==> src/rtl/core/nnue_pkg.sv <==
// shared types and constants for the nnue accumulator and evaluator
// no dependencies
`timescale 1ns / 1ps
`default_nettype none
package nnue_pkg;
  localparam int HIDDEN_DEF = 128;
  localparam int PIECES = 6;
  localparam logic [5:0] FLIP_MASK = 6'd56;

  typedef enum logic [2:0] {
    F_LOAD_W    = 3'd0,
    F_LOAD_B    = 3'd1,
    F_LOAD_HEAD = 3'd2,
    F_RESET     = 3'd3,
    F_ADD       = 3'd4,
    F_SUB       = 3'd5,
    F_EVAL      = 3'd6,
    F_NONE      = 3'd7
  } func_t;

  localparam logic [1:0] REG_CLIP  = 2'd0;
  localparam logic [1:0] REG_QUANT = 2'd1;
  localparam logic [1:0] REG_SCALE = 2'd2;
  localparam logic [1:0] REG_BIAS  = 2'd3;
endpackage
`default_nettype wire

==> src/rtl/core/nnue_divider.sv <==
// signed restoring divider, one quotient bit per cycle, truncates toward zero
// uses nnue_pkg only by convention of the project
`timescale 1ns / 1ps
`default_nettype none
module nnue_divider
  import nnue_pkg::*;
(
  input  wire logic               clk,
  input  wire logic               rst,
  input  wire logic               start,
  input  wire logic signed [63:0] dividend,
  input  wire logic        [29:0] divisor,
  output logic                    done,
  output logic signed [63:0]      quotient
);
  logic [63:0] rem_mag;
  logic [63:0] quo;
  logic [29:0] dvs;
  logic        neg;
  logic [6:0]  cnt;
  logic        busy;
  logic [64:0] trial;

  assign trial = {rem_mag[63:0], quo[63]} - {35'd0, dvs};

  always_ff @(posedge clk) begin
    if (rst) begin
      busy <= 1'b0;
      done <= 1'b0;
    end else if (start) begin
      busy <= 1'b1;
      done <= 1'b0;
      cnt <= 7'd0;
      neg <= dividend[63];
      quo <= dividend[63] ? 64'(-dividend) : 64'(dividend);
      rem_mag <= 64'd0;
      dvs <= (divisor == 30'd0) ? 30'd1 : divisor;
    end else if (busy) begin
      if (!trial[64]) begin
        rem_mag <= trial[63:0];
        quo <= {quo[62:0], 1'b1};
      end else begin
        rem_mag <= {rem_mag[62:0], quo[63]};
        quo <= {quo[62:0], 1'b0};
      end
      cnt <= cnt + 7'd1;
      done <= (cnt == 7'd63);
      if (cnt == 7'd63) busy <= 1'b0;
    end else begin
      done <= 1'b0;
    end
  end

  assign quotient = neg ? -$signed(quo) : $signed(quo);
endmodule
`default_nettype wire

==> config.mk <==
export PLATFORM = sky130hd
export DESIGN_NAME = nnue_divider
export DESIGN_NICKNAME = d
export VERILOG_FILES = /design/src/rtl/core/nnue_pkg.sv /design/src/rtl/core/nnue_divider.sv
export SDC_FILE = /design/constraint.sdc
export NUM_CORES = 1
export LEC_CHECK = 0
export BUFFER_PORTS_ARGS = -buffer_cell sky130_fd_sc_hd__buf_2
export CAP_MARGIN = 20
export CORE_ASPECT_RATIO = 1.4
export CORE_MARGIN = 4
export CORE_UTILIZATION = 55
export CTS_BUF_LIST = sky130_fd_sc_hd__clkbuf_4 sky130_fd_sc_hd__clkbuf_8
export DETAILED_ROUTE_END_ITERATION = 10
export GPL_ROUTABILITY_DRIVEN = 0
export GPL_TIMING_DRIVEN = 1
export PLACE_DENSITY = 0.9
export SLEW_MARGIN = 20
export SYNTH_ARGS = -nofsm -noshare
export SYNTH_HDL_FRONTEND = slang
export SYNTH_SLANG_ARGS = --single-unit
==> constraint.sdc <==
create_clock -name clk -period 6.9 [get_ports clk]
set_input_delay 0.69 -clock clk [delete_from_list [all_inputs] [get_ports clk]]
set_output_delay 0.69 -clock clk [all_outputs]
set_load 0.02 [all_outputs]
=== Word level (Yosys, flattened, before mapping) ===
Cells that the tools add are included.

* Add/subtract/negate cells: 4
* Multipliers: 0
* Div/mod/pow operators: 0
* $lt $le $gt $ge: 0
* Equality and inequality tests: 1
* Shift-type cells: 0
* Mux-type cells: 11
* Bitwise gates (word level): 2
* Reductions and logical operators: 5

{| class="wikitable"
|+ Operators with widths
! kind !! count
|-
| two-way mux 64 bit || 6
|-
| negator 64 bit || 2
|-
| subtractor 65 x 30 -> 65 bit || 1
|-
| zero test 30 bit || 1
|-
| adder 7 x 1 -> 7 bit (second input constant) || 1
|-
| equality test 7 x 6 -> 1 bit (second input constant) || 1
|-
| two-way mux 7 bit || 1
|-
| two-way mux 1 bit || 4
|-
| AND reduction 2 bit || 2
|-
| OR reduction 3 bit || 1
|-
| NOT 1 bit || 2
|-
| nonzero test 2 bit || 1
|}

* Register bits after elaboration: 168
* Bits in latches: 0
* Bits in writable memories: 0
* Bits in read-only memories: 0
* Output and inout port bits: 65
* Memories: 0

=== Logic depth before layout (Yosys ltp) ===
Gate-level depths: netlist of run 1.

* Depth in word-level cells: 4
* Gate-level depth with buffers: 13

=== Least setup slack after synthesis of run 1 ===
Ideal clock, no wire load.

* Kind: in2reg
* Start: in start
* End: reg cnt[0] (enable)
* Library setup time: 632 ps
* Arrival: 6647 ps
* Required time: 6268 ps
* Setup slack: -379 ps
* Stages: 3
* Buffers on the path: 1
* Cells stage by stage: clkbuf_1 -> nor2_1 -> nor2_1

* Longest elaborated chain between the ends: 2

{| class="wikitable"
|+ RTL lines
! what !! RTL line !! source
|-
| from (decl) || nnue_divider.sv:10 || <nowiki>input wire logic start,</nowiki>
|-
| nonzero test 2 bit (no source line) || -- ||
|-
| AND reduction 2 bit (no source line) || -- ||
|-
| to (signal assigned) || nnue_divider.sv:46 || <nowiki>cnt <= cnt + 7'd1;</nowiki>
|-
| to (decl) || nnue_divider.sv:20 || <nowiki>logic [6:0] cnt;</nowiki>
|}

No other way between the ends.
A chain may end at the register's enable or synchronous reset.

=== Worst setup path after layout of run 1 ===
* Start: reg quo[2]
* End: out quotient[61]

* Longest elaborated chain between the ends: 2

{| class="wikitable"
|+ RTL lines
! what !! RTL line !! source
|-
| from (decl) || nnue_divider.sv:17 || <nowiki>logic [63:0] quo;</nowiki>
|-
| from (signal assigned) || nnue_divider.sv:35 || <nowiki>quo <= dividend[63] ? 64'(-dividend) : 64'(dividend);</nowiki>
|-
| from (signal assigned) || nnue_divider.sv:41 || <nowiki>quo <= {quo[62:0], 1'b1};</nowiki>
|-
| from (signal assigned) || nnue_divider.sv:44 || <nowiki>quo <= {quo[62:0], 1'b0};</nowiki>
|-
| negator 64 bit || nnue_divider.sv:54 || <nowiki>assign quotient = neg ? -$signed(quo) : $signed(quo);</nowiki>
|-
| two-way mux 64 bit || nnue_divider.sv:54 ||
|-
| to (decl) || nnue_divider.sv:14 || <nowiki>output logic signed [63:0] quotient</nowiki>
|}

No other way between the ends.

==> parameters.txt, run 1 <==
Parameter                              Value

Route
  Post-detailed-route wirelength per cell ... 18.2 um
  Total Wirelength ... 32.3 mm
  Initial DRT Pass Iterations ... 7
  Number of vias per cell after detailed routing ... 6.24
  Starting DRC count in detailed routing ... 998
  ANT nets after route ... 0
  Routed vias ... 11,100
  Drt drc ... 0

Yosys
  Prevailing post-synth register cell ... sky130_fd_sc_hd__edfxtp_1
  Portion of the post-synthesis area used by sequential elements ... 40.8%
  Unique masters post-synth ... 67
  Synth Cell Area ... 12,300 um2
  Number of flops mapped to enable cells by yosys ... 166
  Yosys warns ... 0
  FF+latch count, synth ... 168
  Top cells by area in the synthesized netlist ... sky130_fd_sc_hd__edfxtp_1 40%, sky130_fd_sc_hd__xnor2_1 6.3%, sky130_fd_sc_hd__a21oi_1 5.5%
  Average size of a mapped cell ... 8.98 um2
  Proportion of netlist area held by the largest area contributor ... 40.5%
  Post-synthesis net count ... 1,503
  Async S/R FF share, synth ... 0%
  Number of instances in the synthesized netlist ... 1,372
  Largest area contributor in the synthesized netlist ... sky130_fd_sc_hd__edfxtp_1

Setup path
  Crit start category ... flip-flop
  Critical-path maximum fanout ... 7
  Delay of the slowest cell on the worst path ... 0.58 ns
  Cell Chain, Critical Path ... nor3_1 -> nand4_1 -> nor4_4 -> nand4_2 -> or2_4 -> or4_4 -> o41ai_2 -> xnor2_1 -> buf_2
  Slowest CP cell ... sky130_fd_sc_hd__nor3_1
  Kind of capture point of the worst setup path ... output pin
  Arrival time worst endpoint ... 4.11 ns
  Data required, critical path ... 6.21 ns
  Critical path type ... reg -> out

Clock network
  CTS tree ... built
  Clock Sinks ... 168
  Num CTS Buffers ... 17
  Setup repair bufs after CTS ... 0
  Number of levels the H-tree was split into ... 4
  Resized cells post-CTS ... 0
  Max Buffers Root-to-Sink ... 2
  Hold-fix buffer count after cts ... 0
  Clock transition at the register clock pins on the worst setup and hold paths after CTS ... 0.09 ns
  Insertion delay to the later sink of the worst-skew pair ... 0.48 ns
  Root buffer cell ... sky130_fd_sc_hd__clkbuf_8

STA
  Peak Freq ... 0.208 GHz
  Number of failing hold endpoints at the final stage ... 0
  Post-route setup TNS ... 0 ns
  Final clock period utilization by the worst path ... 69.6%
  Final Max Slew Viols ... 0
  Final setup vio count ... 0
  Final setup skew ... 0.0140 ns
  Shortest clock period the worst path allows after layout ... 4.80 ns
  Slew at the pin closest to its max-slew limit ... 1.02 ns
  RSZ-0062 raised after global routing ... no
  Max transition margin ... 30.3%

Layout
  Filler instances ... 1,813
  Design Area, Final ... 13,600 um2
  ANT cells ... 0
  Post-synthesis to final-layout area growth ... 10.6%
  Post-layout nets ... 1,600
  Ratio of cells with drive above 1 in the final layout ... 17.2%

Power
  Static Leak ... 4.98 nW
  Power density over the cells ... 198 nW/um2
  Switching power of the nets ... 0.868 mW
  Logic gate share of total power ... 26.7%
  Worst IR drop on VDD ... 0.000134 V
  Portion of total power attributed to sequential cells ... 47.6%
  Relative contribution of the clock network to total power ... 25.7%
  Int Power ... 1.82 mW
  Sw Share ... 32.3%

GRT
  Final global-route overflow total ... 0
  Maximum number of pins on one net before global-route repair ... 112
  Via count of the first global-routing pass ... 10,800
  Wire length of the first global-routing pass ... 52.1 mm
  Antenna violations before repair ... 0
  Global-route usage over all layers ... 25.8%

Die
  Ports placed on the boundary ... 162
  Site row count ... 64
  Die area ... 24,900 um2
  Die H ... 185 um
  Initial Util ... 56.2%
  Floorplan core area ... 21,900 um2
  Width of the die ... 135 um

Place
  DPL Wire Length ... 24.1 mm
  Post-placement cell area ... 13,300 um2
  Number of I/O port buffers ... 161

Outcome
  Outcome ... finished, final reports clean

Run
  Max-cap violation count ... 0

Min path
  Hold/Removal Path Class ... in -> reg
==> layer usage <==
metal / vias to the layer above / GRT usage [%] / routed length, um
li1: 5193 / - / -
met1: 5227 / 29.6 / 12100
met2: 567 / 46.6 / 16500
met3: 95 / 4.92 / 2390
met4: 0 / 11.7 / 1340
met5: - / 0 / 0
==> cell usage after synthesis, types with 29 or more instances <==
cell type / n
sky130_fd_sc_hd__xnor2_1: 89
sky130_fd_sc_hd__clkbuf_1: 77
sky130_fd_sc_hd__nor3_1: 29
sky130_fd_sc_hd__nor4_1: 31
sky130_fd_sc_hd__ha_1: 33
sky130_fd_sc_hd__inv_1: 53
sky130_fd_sc_hd__or3_1: 30
sky130_fd_sc_hd__nor2_1: 116
sky130_fd_sc_hd__o31ai_1: 43
sky130_fd_sc_hd__nand3_1: 30
sky130_fd_sc_hd__a21oi_1: 135
sky130_fd_sc_hd__xor2_1: 70
sky130_fd_sc_hd__o21ai_0: 78
sky130_fd_sc_hd__edfxtp_1: 166
sky130_fd_sc_hd__nand2_1: 141
==> path summary, 6_finish.rpt <==
path                     from            to  slack (ns)  cells past startpoint
setup / recovery       quo[2]  quotient[61]        2.10                      9
hold / removal    divisor[24]       dvs[24]        0.40                      1
setup reg to reg      quo[63]   rem_mag[45]        2.69                     11
hold reg to reg          busy          done        0.51                      1
==> cell families after synthesis <==
family | Yosys count | share of synthesized area [%]
AO/OA/AOI/OAI | 331 | 16.3
XOR/XNOR | 160 | 11.4
adder cells (fa/ha/maj) | 34 | 3.51
buffers and inverters | 142 | 4.42
flip-flops | 168 | 40.8
multiplexers | 26 | 2.32
AND/OR/NAND/NOR | 511 | 21.3
==> registers in the layout, summed over array words and instances (netlist names) <==
signal	count
quo	64
rem_mag	64
dvs	30
cnt	7
busy	1
done	1
neg	1
==> through the flow <==
stage | worst slack (ns) | hold WS [ns] | power [mW] | util [%] | std cells
6_report | 2.10 | 0.399 | 2.69 | 62.1 | 1777
2_1_floorplan | 1.91 | 0.460 | 1.79 | - | 1372
3_3_place_gp | 2.74 | 0.510 | 1.99 | 60.4 | 1747
3_5_place_dp | 2.67 | 0.512 | 2.01 | 60.4 | 1747
4_1_cts | 2.13 | 0.376 | 2.69 | 62.1 | 1777
5_1_grt | 1.99 | 0.363 | 2.82 | 62.1 | 1777
==> placed cells by master (no fill, tap or decap), types with 4 or more instances in the layout <==
cell type and instances:
sky130_fd_sc_hd__edfxtp_1 166, sky130_fd_sc_hd__or3_1 30, sky130_fd_sc_hd__o211ai_1 7, sky130_fd_sc_hd__xor2_1 69, sky130_fd_sc_hd__nand2_1 141, sky130_fd_sc_hd__and2_1 4
sky130_fd_sc_hd__nand4_1 16, sky130_fd_sc_hd__ha_1 33, sky130_fd_sc_hd__a21o_1 6, sky130_fd_sc_hd__nor4b_1 7, sky130_fd_sc_hd__inv_1 53, sky130_fd_sc_hd__o41ai_1 16
sky130_fd_sc_hd__o21bai_1 5, sky130_fd_sc_hd__a211oi_1 5, sky130_fd_sc_hd__clkbuf_4 5, sky130_fd_sc_hd__nor4_1 31, sky130_fd_sc_hd__xnor2_1 89, sky130_fd_sc_hd__buf_4 5
sky130_fd_sc_hd__clkbuf_8 17, sky130_fd_sc_hd__buf_2 160, sky130_fd_sc_hd__a31oi_1 7, sky130_fd_sc_hd__mux2_2 20, sky130_fd_sc_hd__or4_4 4, sky130_fd_sc_hd__a21oi_1 135
sky130_fd_sc_hd__o21ai_0 78, sky130_fd_sc_hd__or2_2 15, sky130_fd_sc_hd__nor3_1 29, sky130_fd_sc_hd__nand2b_1 20, sky130_fd_sc_hd__o31ai_1 43, sky130_fd_sc_hd__mux2i_1 6
sky130_fd_sc_hd__or4_1 25, sky130_fd_sc_hd__and3_1 6, sky130_fd_sc_hd__nor2b_1 15, sky130_fd_sc_hd__o21a_1 5, sky130_fd_sc_hd__nor2_1 115, sky130_fd_sc_hd__nand3_1 30
sky130_fd_sc_hd__o21ba_2 5
==> cell type report <==
cell class	instances	area [um2]	area share [%]
Clock inverter	8	101	0.744
Multi-Input combinational cell	1062	6790	49.8
Tap cell	297	372	2.73
Clock buffer	22	272	1.99
Inverter	53	199	1.46
Sequential cell	168	5020	36.9
Timing Repair Buffer	167	870	6.38
==> worst max-delay path: cells and delay by family, from the launching register on <==
kind,cells,cell delay (ns)
and+or+nand+nor,6,2.58
DFF,1,0.47
AOI/OAI and AO/OA,1,0.24
buffers and inverters,1,0.18
xor gates and xnor gates,1,0.15
==> power by group through the flow <==
stage / Combinational (mW) / Clock (mW) / Sequential [mW]
floorplan: 0.509 / 0 / 1.29
global placement: 0.688 / 0 / 1.30
detailed placement: 0.705 / 0 / 1.30
CTS: 0.710 / 0.704 / 1.28
global route: 0.783 / 0.745 / 1.29
finish: 0.718 / 0.691 / 1.28
Note: power is estimated with default switching activity, not from simulation.
==> run 2: changes to the inputs <==
==> constraint.sdc (replaced) <==
create_clock -name clk -period 4.35 [get_ports clk]
set_input_delay 0.435 -clock clk [delete_from_list [all_inputs] [get_ports clk]]
set_output_delay 0.435 -clock clk [all_outputs]
set_load 0.02 [all_outputs]
==> run 2 against run 1 <==
Highest routed layer unchanged; clock-buffer cell count fell by 4; largest cell class unchanged; core utilization rose by 1.1 points; clock skew fell by 0.0020 ns; global-route usage rose by 0.88 points.
==> parameters.txt, run 2 (synthesis results as in run 1) <==
Parameter                              Value

Die
  Site row count ... 64 (unchanged)
  Width of the die ... 135 um (unchanged)
  Ports placed on the boundary ... 162 (unchanged)
  Initial Util ... 56.2% (unchanged)
  Floorplan core area ... 21,900 um2 (unchanged)
  Die area ... 24,900 um2 (unchanged)
  Die H ... 185 um (unchanged)

STA
  Number of failing hold endpoints at the final stage ... 0 (unchanged)
  Max transition margin ... 31.5% (was 30.3%)
  Final clock period utilization by the worst path ... 99.5%
  Final setup skew ... 0.0119 ns (was 0.0140 ns)
  Slew at the pin closest to its max-slew limit ... 1.03 ns (was 1.02 ns)
  Final Max Slew Viols ... 0 (unchanged)
  Shortest clock period the worst path allows after layout ... 4.33 ns
  RSZ-0062 raised after global routing ... yes (was no)
  Final setup vio count ... 0 (unchanged)
  Peak Freq ... 0.231 GHz

Route
  ANT nets after route ... 0 (unchanged)
  Starting DRC count in detailed routing ... 1,077 (was 998)
  Routed vias ... 11,200 (was 11,100)
  Drt drc ... 0 (unchanged)
  Post-detailed-route wirelength per cell ... 18.5 um (was 18.2 um)
  Total Wirelength ... 33.5 mm (was 32.3 mm)
  Initial DRT Pass Iterations ... 5 (was 7)
  Number of vias per cell after detailed routing ... 6.22 (was 6.24)

Layout
  Post-synthesis to final-layout area growth ... 12.6% (was 10.6%)
  Post-layout nets ... 1,626 (was 1,600)
  Filler instances ... 1,762 (was 1,813)
  Regs by FF count ... quo (64), rem_mag (64), dvs (30) (unchanged)
  Ratio of cells with drive above 1 in the final layout ... 18.9% (was 17.2%)
  ANT cells ... 0 (unchanged)
  Most common library cell in the layout ignoring fill and taps ... sky130_fd_sc_hd__edfxtp_1 (unchanged)
  Commonest non-fill, non-tap cells in the layout ... 166 x sky130_fd_sc_hd__edfxtp_1, 158 x sky130_fd_sc_hd__buf_2, 141 x sky130_fd_sc_hd__nand2_1, 135 x sky130_fd_sc_hd__a21oi_1, 115 x sky130_fd_sc_hd__nor2_1 (was 166 x sky130_fd_sc_hd__edfxtp_1, 160 x sky130_fd_sc_hd__buf_2, 141 x sky130_fd_sc_hd__nand2_1, 135 x sky130_fd_sc_hd__a21oi_1, 115 x sky130_fd_sc_hd__nor2_1)
  Final core utilization ... 63.2% (was 62.1%)

Setup path
  Kind of capture point of the worst setup path ... output pin (unchanged)
  Family with the most delay on the worst path ... simple AND/OR/NAND/NOR gates (unchanged)
  Number of buffer and inverter instances along the worst setup path ... 2 (was 1)
  Arrival time worst endpoint ... 3.89 ns (was 4.11 ns)
  Critical-path maximum fanout ... 4 (was 7)
  Delay of the slowest cell on the worst path ... 0.60 ns (was 0.58 ns)
  Data required, critical path ... 3.91 ns (was 6.21 ns)
  Critical path type ... reg -> out (unchanged)
  Crit start category ... flip-flop (unchanged)
  Cell Chain, Critical Path ... or4_4 -> or3_1 -> nor4_4 -> buf_4 -> nand4_2 -> or2_4 -> or4_4 -> o41ai_2 -> xnor2_1 -> buf_4 (was nor3_1 -> nand4_1 -> nor4_4 -> nand4_2 -> or2_4 -> or4_4 -> o41ai_2 -> xnor2_1 -> buf_2)
  Slowest CP cell ... sky130_fd_sc_hd__or4_4 (was sky130_fd_sc_hd__nor3_1)

Power
  Power density over the cells ... 310 nW/um2 (was 198 nW/um2)
  Overall power consumption ... 4.30 mW (was 2.69 mW)
  Portion of total power attributed to sequential cells ... 47.3% (was 47.6%)
  Switching power of the nets ... 1.42 mW (was 0.868 mW)
  Int Power ... 2.88 mW (was 1.82 mW)
  Sw Share ... 33.1% (was 32.3%)
  Worst IR drop on VDD ... 0.000266 V (was 0.000134 V)
  Logic gate share of total power ... 27.0% (was 26.7%)
  Static Leak ... 5.11 nW (was 4.98 nW)
  Relative contribution of the clock network to total power ... 25.7% (about the same)

GRT
  Final global-route overflow total ... 0 (unchanged)
  Global-route usage over all layers ... 26.7% (was 25.8%)
  Maximum number of pins on one net before global-route repair ... 93 (was 112)
  Antenna violations before repair ... 0 (unchanged)
  Via count of the first global-routing pass ... 11,000 (was 10,800)
  Wire length of the first global-routing pass ... 54.0 mm (was 52.1 mm)

Clock network
  Number of levels the H-tree was split into ... 4 (unchanged)
  Hold-fix buffer count after cts ... 0 (unchanged)
  Clock transition at the register clock pins on the worst setup and hold paths after CTS ... 0.09 ns (about the same)
  Max Buffers Root-to-Sink ... 2 (unchanged)
  Num CTS Buffers ... 17 (unchanged)
  Root buffer cell ... sky130_fd_sc_hd__clkbuf_8 (unchanged)
  Insertion delay to the later sink of the worst-skew pair ... 0.48 ns (about the same)
  CTS tree ... built (unchanged)
  Clock Sinks ... 168 (unchanged)

Outcome
  Outcome ... finished, final reports clean (unchanged)

Min path
  Hold/Removal Path Class ... in -> reg (unchanged)

Run
  Max-cap violation count ... 0 (unchanged)

Place
  DPL Wire Length ... 24.8 mm (was 24.1 mm)
  Number of I/O port buffers ... 161 (unchanged)
[run 2: cell types whose count changed in the layout (fill, tap and decap cells not counted), moves of 2 or more]
| cell | change |
|---|---|
| sky130_fd_sc_hd__clkbuf_4 | -4 |
| sky130_fd_sc_hd__buf_4 | +27 |
| sky130_fd_sc_hd__clkinv_1 | +3 |
| sky130_fd_sc_hd__clkinvlp_4 | +4 |
| sky130_fd_sc_hd__buf_2 | -2 |
[run 2: metal layers]
metal,vias to the layer above,track usage [%],part of all wire [%]
li1,5245,-,-
met1,5299,31.2,38
met2,580,48.2,52
met3,98,4.21,6.5
met4,0,11.9,3.9
met5,-,0,0
[run 2: worst paths after layout]
kind | cells past startpoint | to | slack, ns | from
min reg2reg | 1 | done | 0.49 | busy
max | 10 | quotient[61] | 0.02 | quo[25]
min | 1 | dvs[29] | 0.15 | divisor[29]
max reg2reg | 10 | rem_mag[8] | 0.58 | rem_mag[37]
[run 2: layout make-up]
cell class                 count  area (um2)  share of cell area, %
multi-input combinational   1062        6830                   49.2
sequential                   168        5020                   36.2
timing repair buffer         193        1070                   7.74
tap                          297         372                   2.68
clock buffer                  18         241                   1.74
inverter                      53         199                   1.43
clock inverter                14         134                  0.965
[run 2: worst reg2reg max path, delay by kind of cell (launching register included)]
family	cells	cell delay [ns]
flip-flops	1	0.46
AND/OR/NAND/NOR	5	1.85
buffers and inverters	2	0.52
XOR/XNOR	1	0.55
AO/OA/AOI/OAI	2	0.23
[run 2: stage by stage]
step | hold slack, ns | instance area, um2 | setup WS [ns] | std cells | setup TNS [ns]
2_1_floorplan | 0.460 | 12300 | 0.758 | 1372 | 0
3_3_place_gp | 0.475 | 13400 | 0.491 | 1763 | 0
6_report | 0.146 | 13900 | 0.0217 | 1805 | 0
4_1_cts | 0.122 | 13800 | 0.0415 | 1797 | 0
5_1_grt | 0.115 | 13900 | -0.0934 | 1805 | -0.166
3_5_place_dp | 0.473 | 13400 | 0.397 | 1763 | 0
[run 2: power groups by stage]
stage / combinational [mW] / sequential, mW / clock [mW]
CTS: 1.14 / 2.03 / 1.11
global placement: 1.10 / 2.06 / 0
global route: 1.27 / 2.05 / 1.18
floorplan: 0.807 / 2.04 / 0
finish: 1.16 / 2.03 / 1.10
detailed placement: 1.13 / 2.07 / 0
[run 2: repair_timing]
action	CTS	global route
gates resized for setup	2	9
cloned	0	0
setup endpoints to repair	2	6
buffers inserted	2	8
pin swaps	2	3
==> run 3: changes to the inputs <==
--- a/config.mk
+++ b/config.mk
@@ -10,12 +10,11 @@
 export CORE_ASPECT_RATIO = 1.4
 export CORE_MARGIN = 4
 export CORE_UTILIZATION = 55
-export CTS_BUF_LIST = sky130_fd_sc_hd__clkbuf_4 sky130_fd_sc_hd__clkbuf_8
+export CTS_BUF_LIST = sky130_fd_sc_hd__clkbuf_8
 export DETAILED_ROUTE_END_ITERATION = 10
 export GPL_ROUTABILITY_DRIVEN = 0
 export GPL_TIMING_DRIVEN = 1
 export PLACE_DENSITY = 0.9
-export SLEW_MARGIN = 20
 export SYNTH_ARGS = -nofsm -noshare
 export SYNTH_HDL_FRONTEND = slang
 export SYNTH_SLANG_ARGS = --single-unit
==> run 3 against run 2 <==
Critical path type unchanged; critical path depth unchanged; largest power group unchanged; register-to-register slack about the same; worst setup slack got worse by 0.020 ns; core utilization about the same; total power decreased by 0.19%; highest routed layer unchanged; combinational power about the same; clock skew increased by 0.0011 ns; sequential share of layout area about the same; first-iteration DRC count unchanged; flip-flop and latch count unchanged.
==> parameters.txt, run 3 (synthesis results as in run 1) <==
Parameter                              Value

STA
  Final setup skew ... 0.0130 ns (was 0.0119 ns)
  Final clock period utilization by the worst path ... 100% (was 99.5%)
  Number of failing hold endpoints at the final stage ... 0 (unchanged)
  Max transition margin ... 31.4% (was 31.5%)
  Slew at the pin closest to its max-slew limit ... 1.03 ns (about the same)
  RSZ-0062 raised after global routing ... yes (unchanged)
  Final-layout worst hold slack ... 0.147 ns (was 0.146 ns)
  Peak Freq ... 0.230 GHz (was 0.231 GHz)
  Final Max Slew Viols ... 0 (unchanged)
  Shortest clock period the worst path allows after layout ... 4.35 ns (was 4.33 ns)
  Final setup vio count ... 0 (unchanged)
  Worst-case setup margin in the final layout ... 0.00124 ns (was 0.0217 ns)

Setup path
  Arrival time worst endpoint ... 3.91 ns (was 3.89 ns)
  Critical path type ... reg -> out (unchanged)
  Number of cells on the worst reg-to-reg path ... 10 (unchanged)
  Crit start category ... flip-flop (unchanged)
  Kind of capture point of the worst setup path ... output pin (unchanged)
  Startpoint of the worst-slack reg-to-reg timing path ... rem_mag[37] (unchanged)
  Data required, critical path ... 3.91 ns (about the same)
  Worst setup slack for register-to-register paths ... 0.58 ns (about the same)
  FF-to-FF End ... rem_mag[8] (unchanged)
  Critical-path maximum fanout ... 5 (was 4)

GRT
  Met1 capacity usage during global routing ... 31.2% (unchanged)
  Antenna violations before repair ... 0 (unchanged)
  Layer carrying the most global-route usage ... met2 (unchanged)
  Grt met3 use ... 4.21% (unchanged)
  Global-route usage over all layers ... 26.7% (unchanged)
  Final global-route overflow total ... 0 (unchanged)
  Met2 capacity usage during global routing ... 48.2% (unchanged)
  Via count of the first global-routing pass ... 11,000 (unchanged)
  Maximum number of pins on one net before global-route repair ... 93 (unchanged)
  Wire length of the first global-routing pass ... 54.0 mm (unchanged)

Route
  Routed vias ... 11,200 (about the same)
  Number of vias per cell after detailed routing ... 6.22 (about the same)
  Post-detailed-route wirelength per cell ... 18.5 um (about the same)
  Drt drc ... 0 (unchanged)
  Total Wirelength ... 33.4 mm (was 33.5 mm)
  ANT nets after route ... 0 (unchanged)
  Initial DRT Pass Iterations ... 6 (was 5)
  Starting DRC count in detailed routing ... 1,077 (unchanged)

Power
  Power density over the cells ... 309 nW/um2 (was 310 nW/um2)
  Worst IR drop on VDD ... 0.000266 V (about the same)
  Static Leak ... 5.11 nW (about the same)

Layout
  Number of standard cells in the final layout excluding fillers ... 1,805 (unchanged)
  Most common library cell in the layout ignoring fill and taps ... sky130_fd_sc_hd__edfxtp_1 (unchanged)
  Regs by FF count ... quo (64), rem_mag (64), dvs (30) (unchanged)
  ANT cells ... 0 (unchanged)
  Ratio of cells with drive above 1 in the final layout ... 18.8% (was 18.9%)
  Commonest non-fill, non-tap cells in the layout ... 166 x sky130_fd_sc_hd__edfxtp_1, 158 x sky130_fd_sc_hd__buf_2, 141 x sky130_fd_sc_hd__nand2_1, 135 x sky130_fd_sc_hd__a21oi_1, 115 x sky130_fd_sc_hd__nor2_1 (unchanged)
  Post-layout nets ... 1,626 (unchanged)
  Post-synthesis to final-layout area growth ... 12.6% (about the same)

Die
  Ports placed on the boundary ... 162 (unchanged)
  Floorplan core area ... 21,900 um2 (unchanged)
  Site row count ... 64 (unchanged)
  Width of the die ... 135 um (unchanged)
  Initial Util ... 56.2% (unchanged)
  Die H ... 185 um (unchanged)
  Die area ... 24,900 um2 (unchanged)

Place
  DPL Wire Length ... 24.8 mm (unchanged)
  Post-Place Worst Slack ... 0.397 ns (unchanged)
  Number of I/O port buffers ... 161 (unchanged)
  Total instance count after detailed placement ... 1,763 (unchanged)

Run
  Max-cap violation count ... 0 (unchanged)

Clock network
  Clock transition at the register clock pins on the worst setup and hold paths after CTS ... 0.09 ns (about the same)
  Num CTS Buffers ... 17 (unchanged)
  Clock Sinks ... 168 (unchanged)
  Insertion delay to the later sink of the worst-skew pair ... 0.48 ns (about the same)
  CTS tree ... built (unchanged)
  Number of levels the H-tree was split into ... 4 (unchanged)
  Max Buffers Root-to-Sink ... 2 (unchanged)
  Root buffer cell ... sky130_fd_sc_hd__clkbuf_8 (unchanged)

Min path
  Number of cells traversed by the worst hold path ... 1 (unchanged)
  Hold Path Sink ... dvs[29] (unchanged)
  Hold/Removal Path Class ... in -> reg (unchanged)
  Launch point of the worst hold path ... divisor[29] (unchanged)

Outcome
  Outcome ... finished, final reports clean (unchanged)
[run 3: per-stage QoR]
step	util (%)	setup TNS (ns)	area, um2	power (mW)
global placement	60.9	0	13400	3.16
finish	63.2	0	13900	4.29
global route	63.2	-0.166	13900	4.49
floorplan	-	0	12300	2.84
detailed placement	60.9	0	13400	3.19
CTS	62.7	0	13800	4.27
[run 3: final cells by class]
class	count	area, um2
Fill cell	1762	8070
Multi-Input combinational cell	1062	6830
Sequential cell	168	5020
Timing Repair Buffer	193	1070
Tap cell	297	372
Clock buffer	17	234
Inverter	53	199
Clock inverter	15	138
[run 3: worst max path at each step]
| stage | from | end | slack, ns | cells after the start |
|---|---|---|---|---|
| detailed placement | quo[14] | quotient[60] | 0.40 | 9 |
| global placement | quo[14] | quotient[60] | 0.49 | 9 |
| CTS | quo[25] | quotient[61] | 0.04 | 10 |
| global route | quo[25] | quotient[61] | -0.09 | 10 |
| finish | quo[15] | quotient[50] | 0.001 | 10 |
| floorplan | quo[14] | quotient[61] | 0.76 | 8 |
[run 3: metal layers]
| layer | vias up | share of wire (%) |
|---|---|---|
| met5 | - | 0 |
| met4 | 0 | 3.9 |
| met3 | 103 | 6.6 |
| met2 | 590 | 52 |
| met1 | 5287 | 38 |
| li1 | 5246 | - |
[run 3: report_power, final]
group | switching, mW | internal, mW
Combinational | 0.719 | 0.441
Clock | 0.597 | 0.497
Sequential | 0.105 | 1.93
[run 3: repair_timing]
item	4_1_cts	5_1_grt
endpoints found under the setup margin	2	6
setup buffers	2	8
hold buffers	0	0
gates resized for setup	2	9
pin swaps	2	3
[run 3: worst max-delay path, cell delays in order, from the launching register on]
cell                       delay (ns)
sky130_fd_sc_hd__edfxtp_1        0.42
sky130_fd_sc_hd__or4_4           0.58
sky130_fd_sc_hd__or4_4           0.48
sky130_fd_sc_hd__or4_4           0.46
sky130_fd_sc_hd__nor3_4          0.36
sky130_fd_sc_hd__buf_6           0.18
sky130_fd_sc_hd__nand3_1         0.11
sky130_fd_sc_hd__buf_4           0.21
sky130_fd_sc_hd__o31ai_1         0.26
sky130_fd_sc_hd__xnor2_1         0.18
sky130_fd_sc_hd__buf_2           0.20
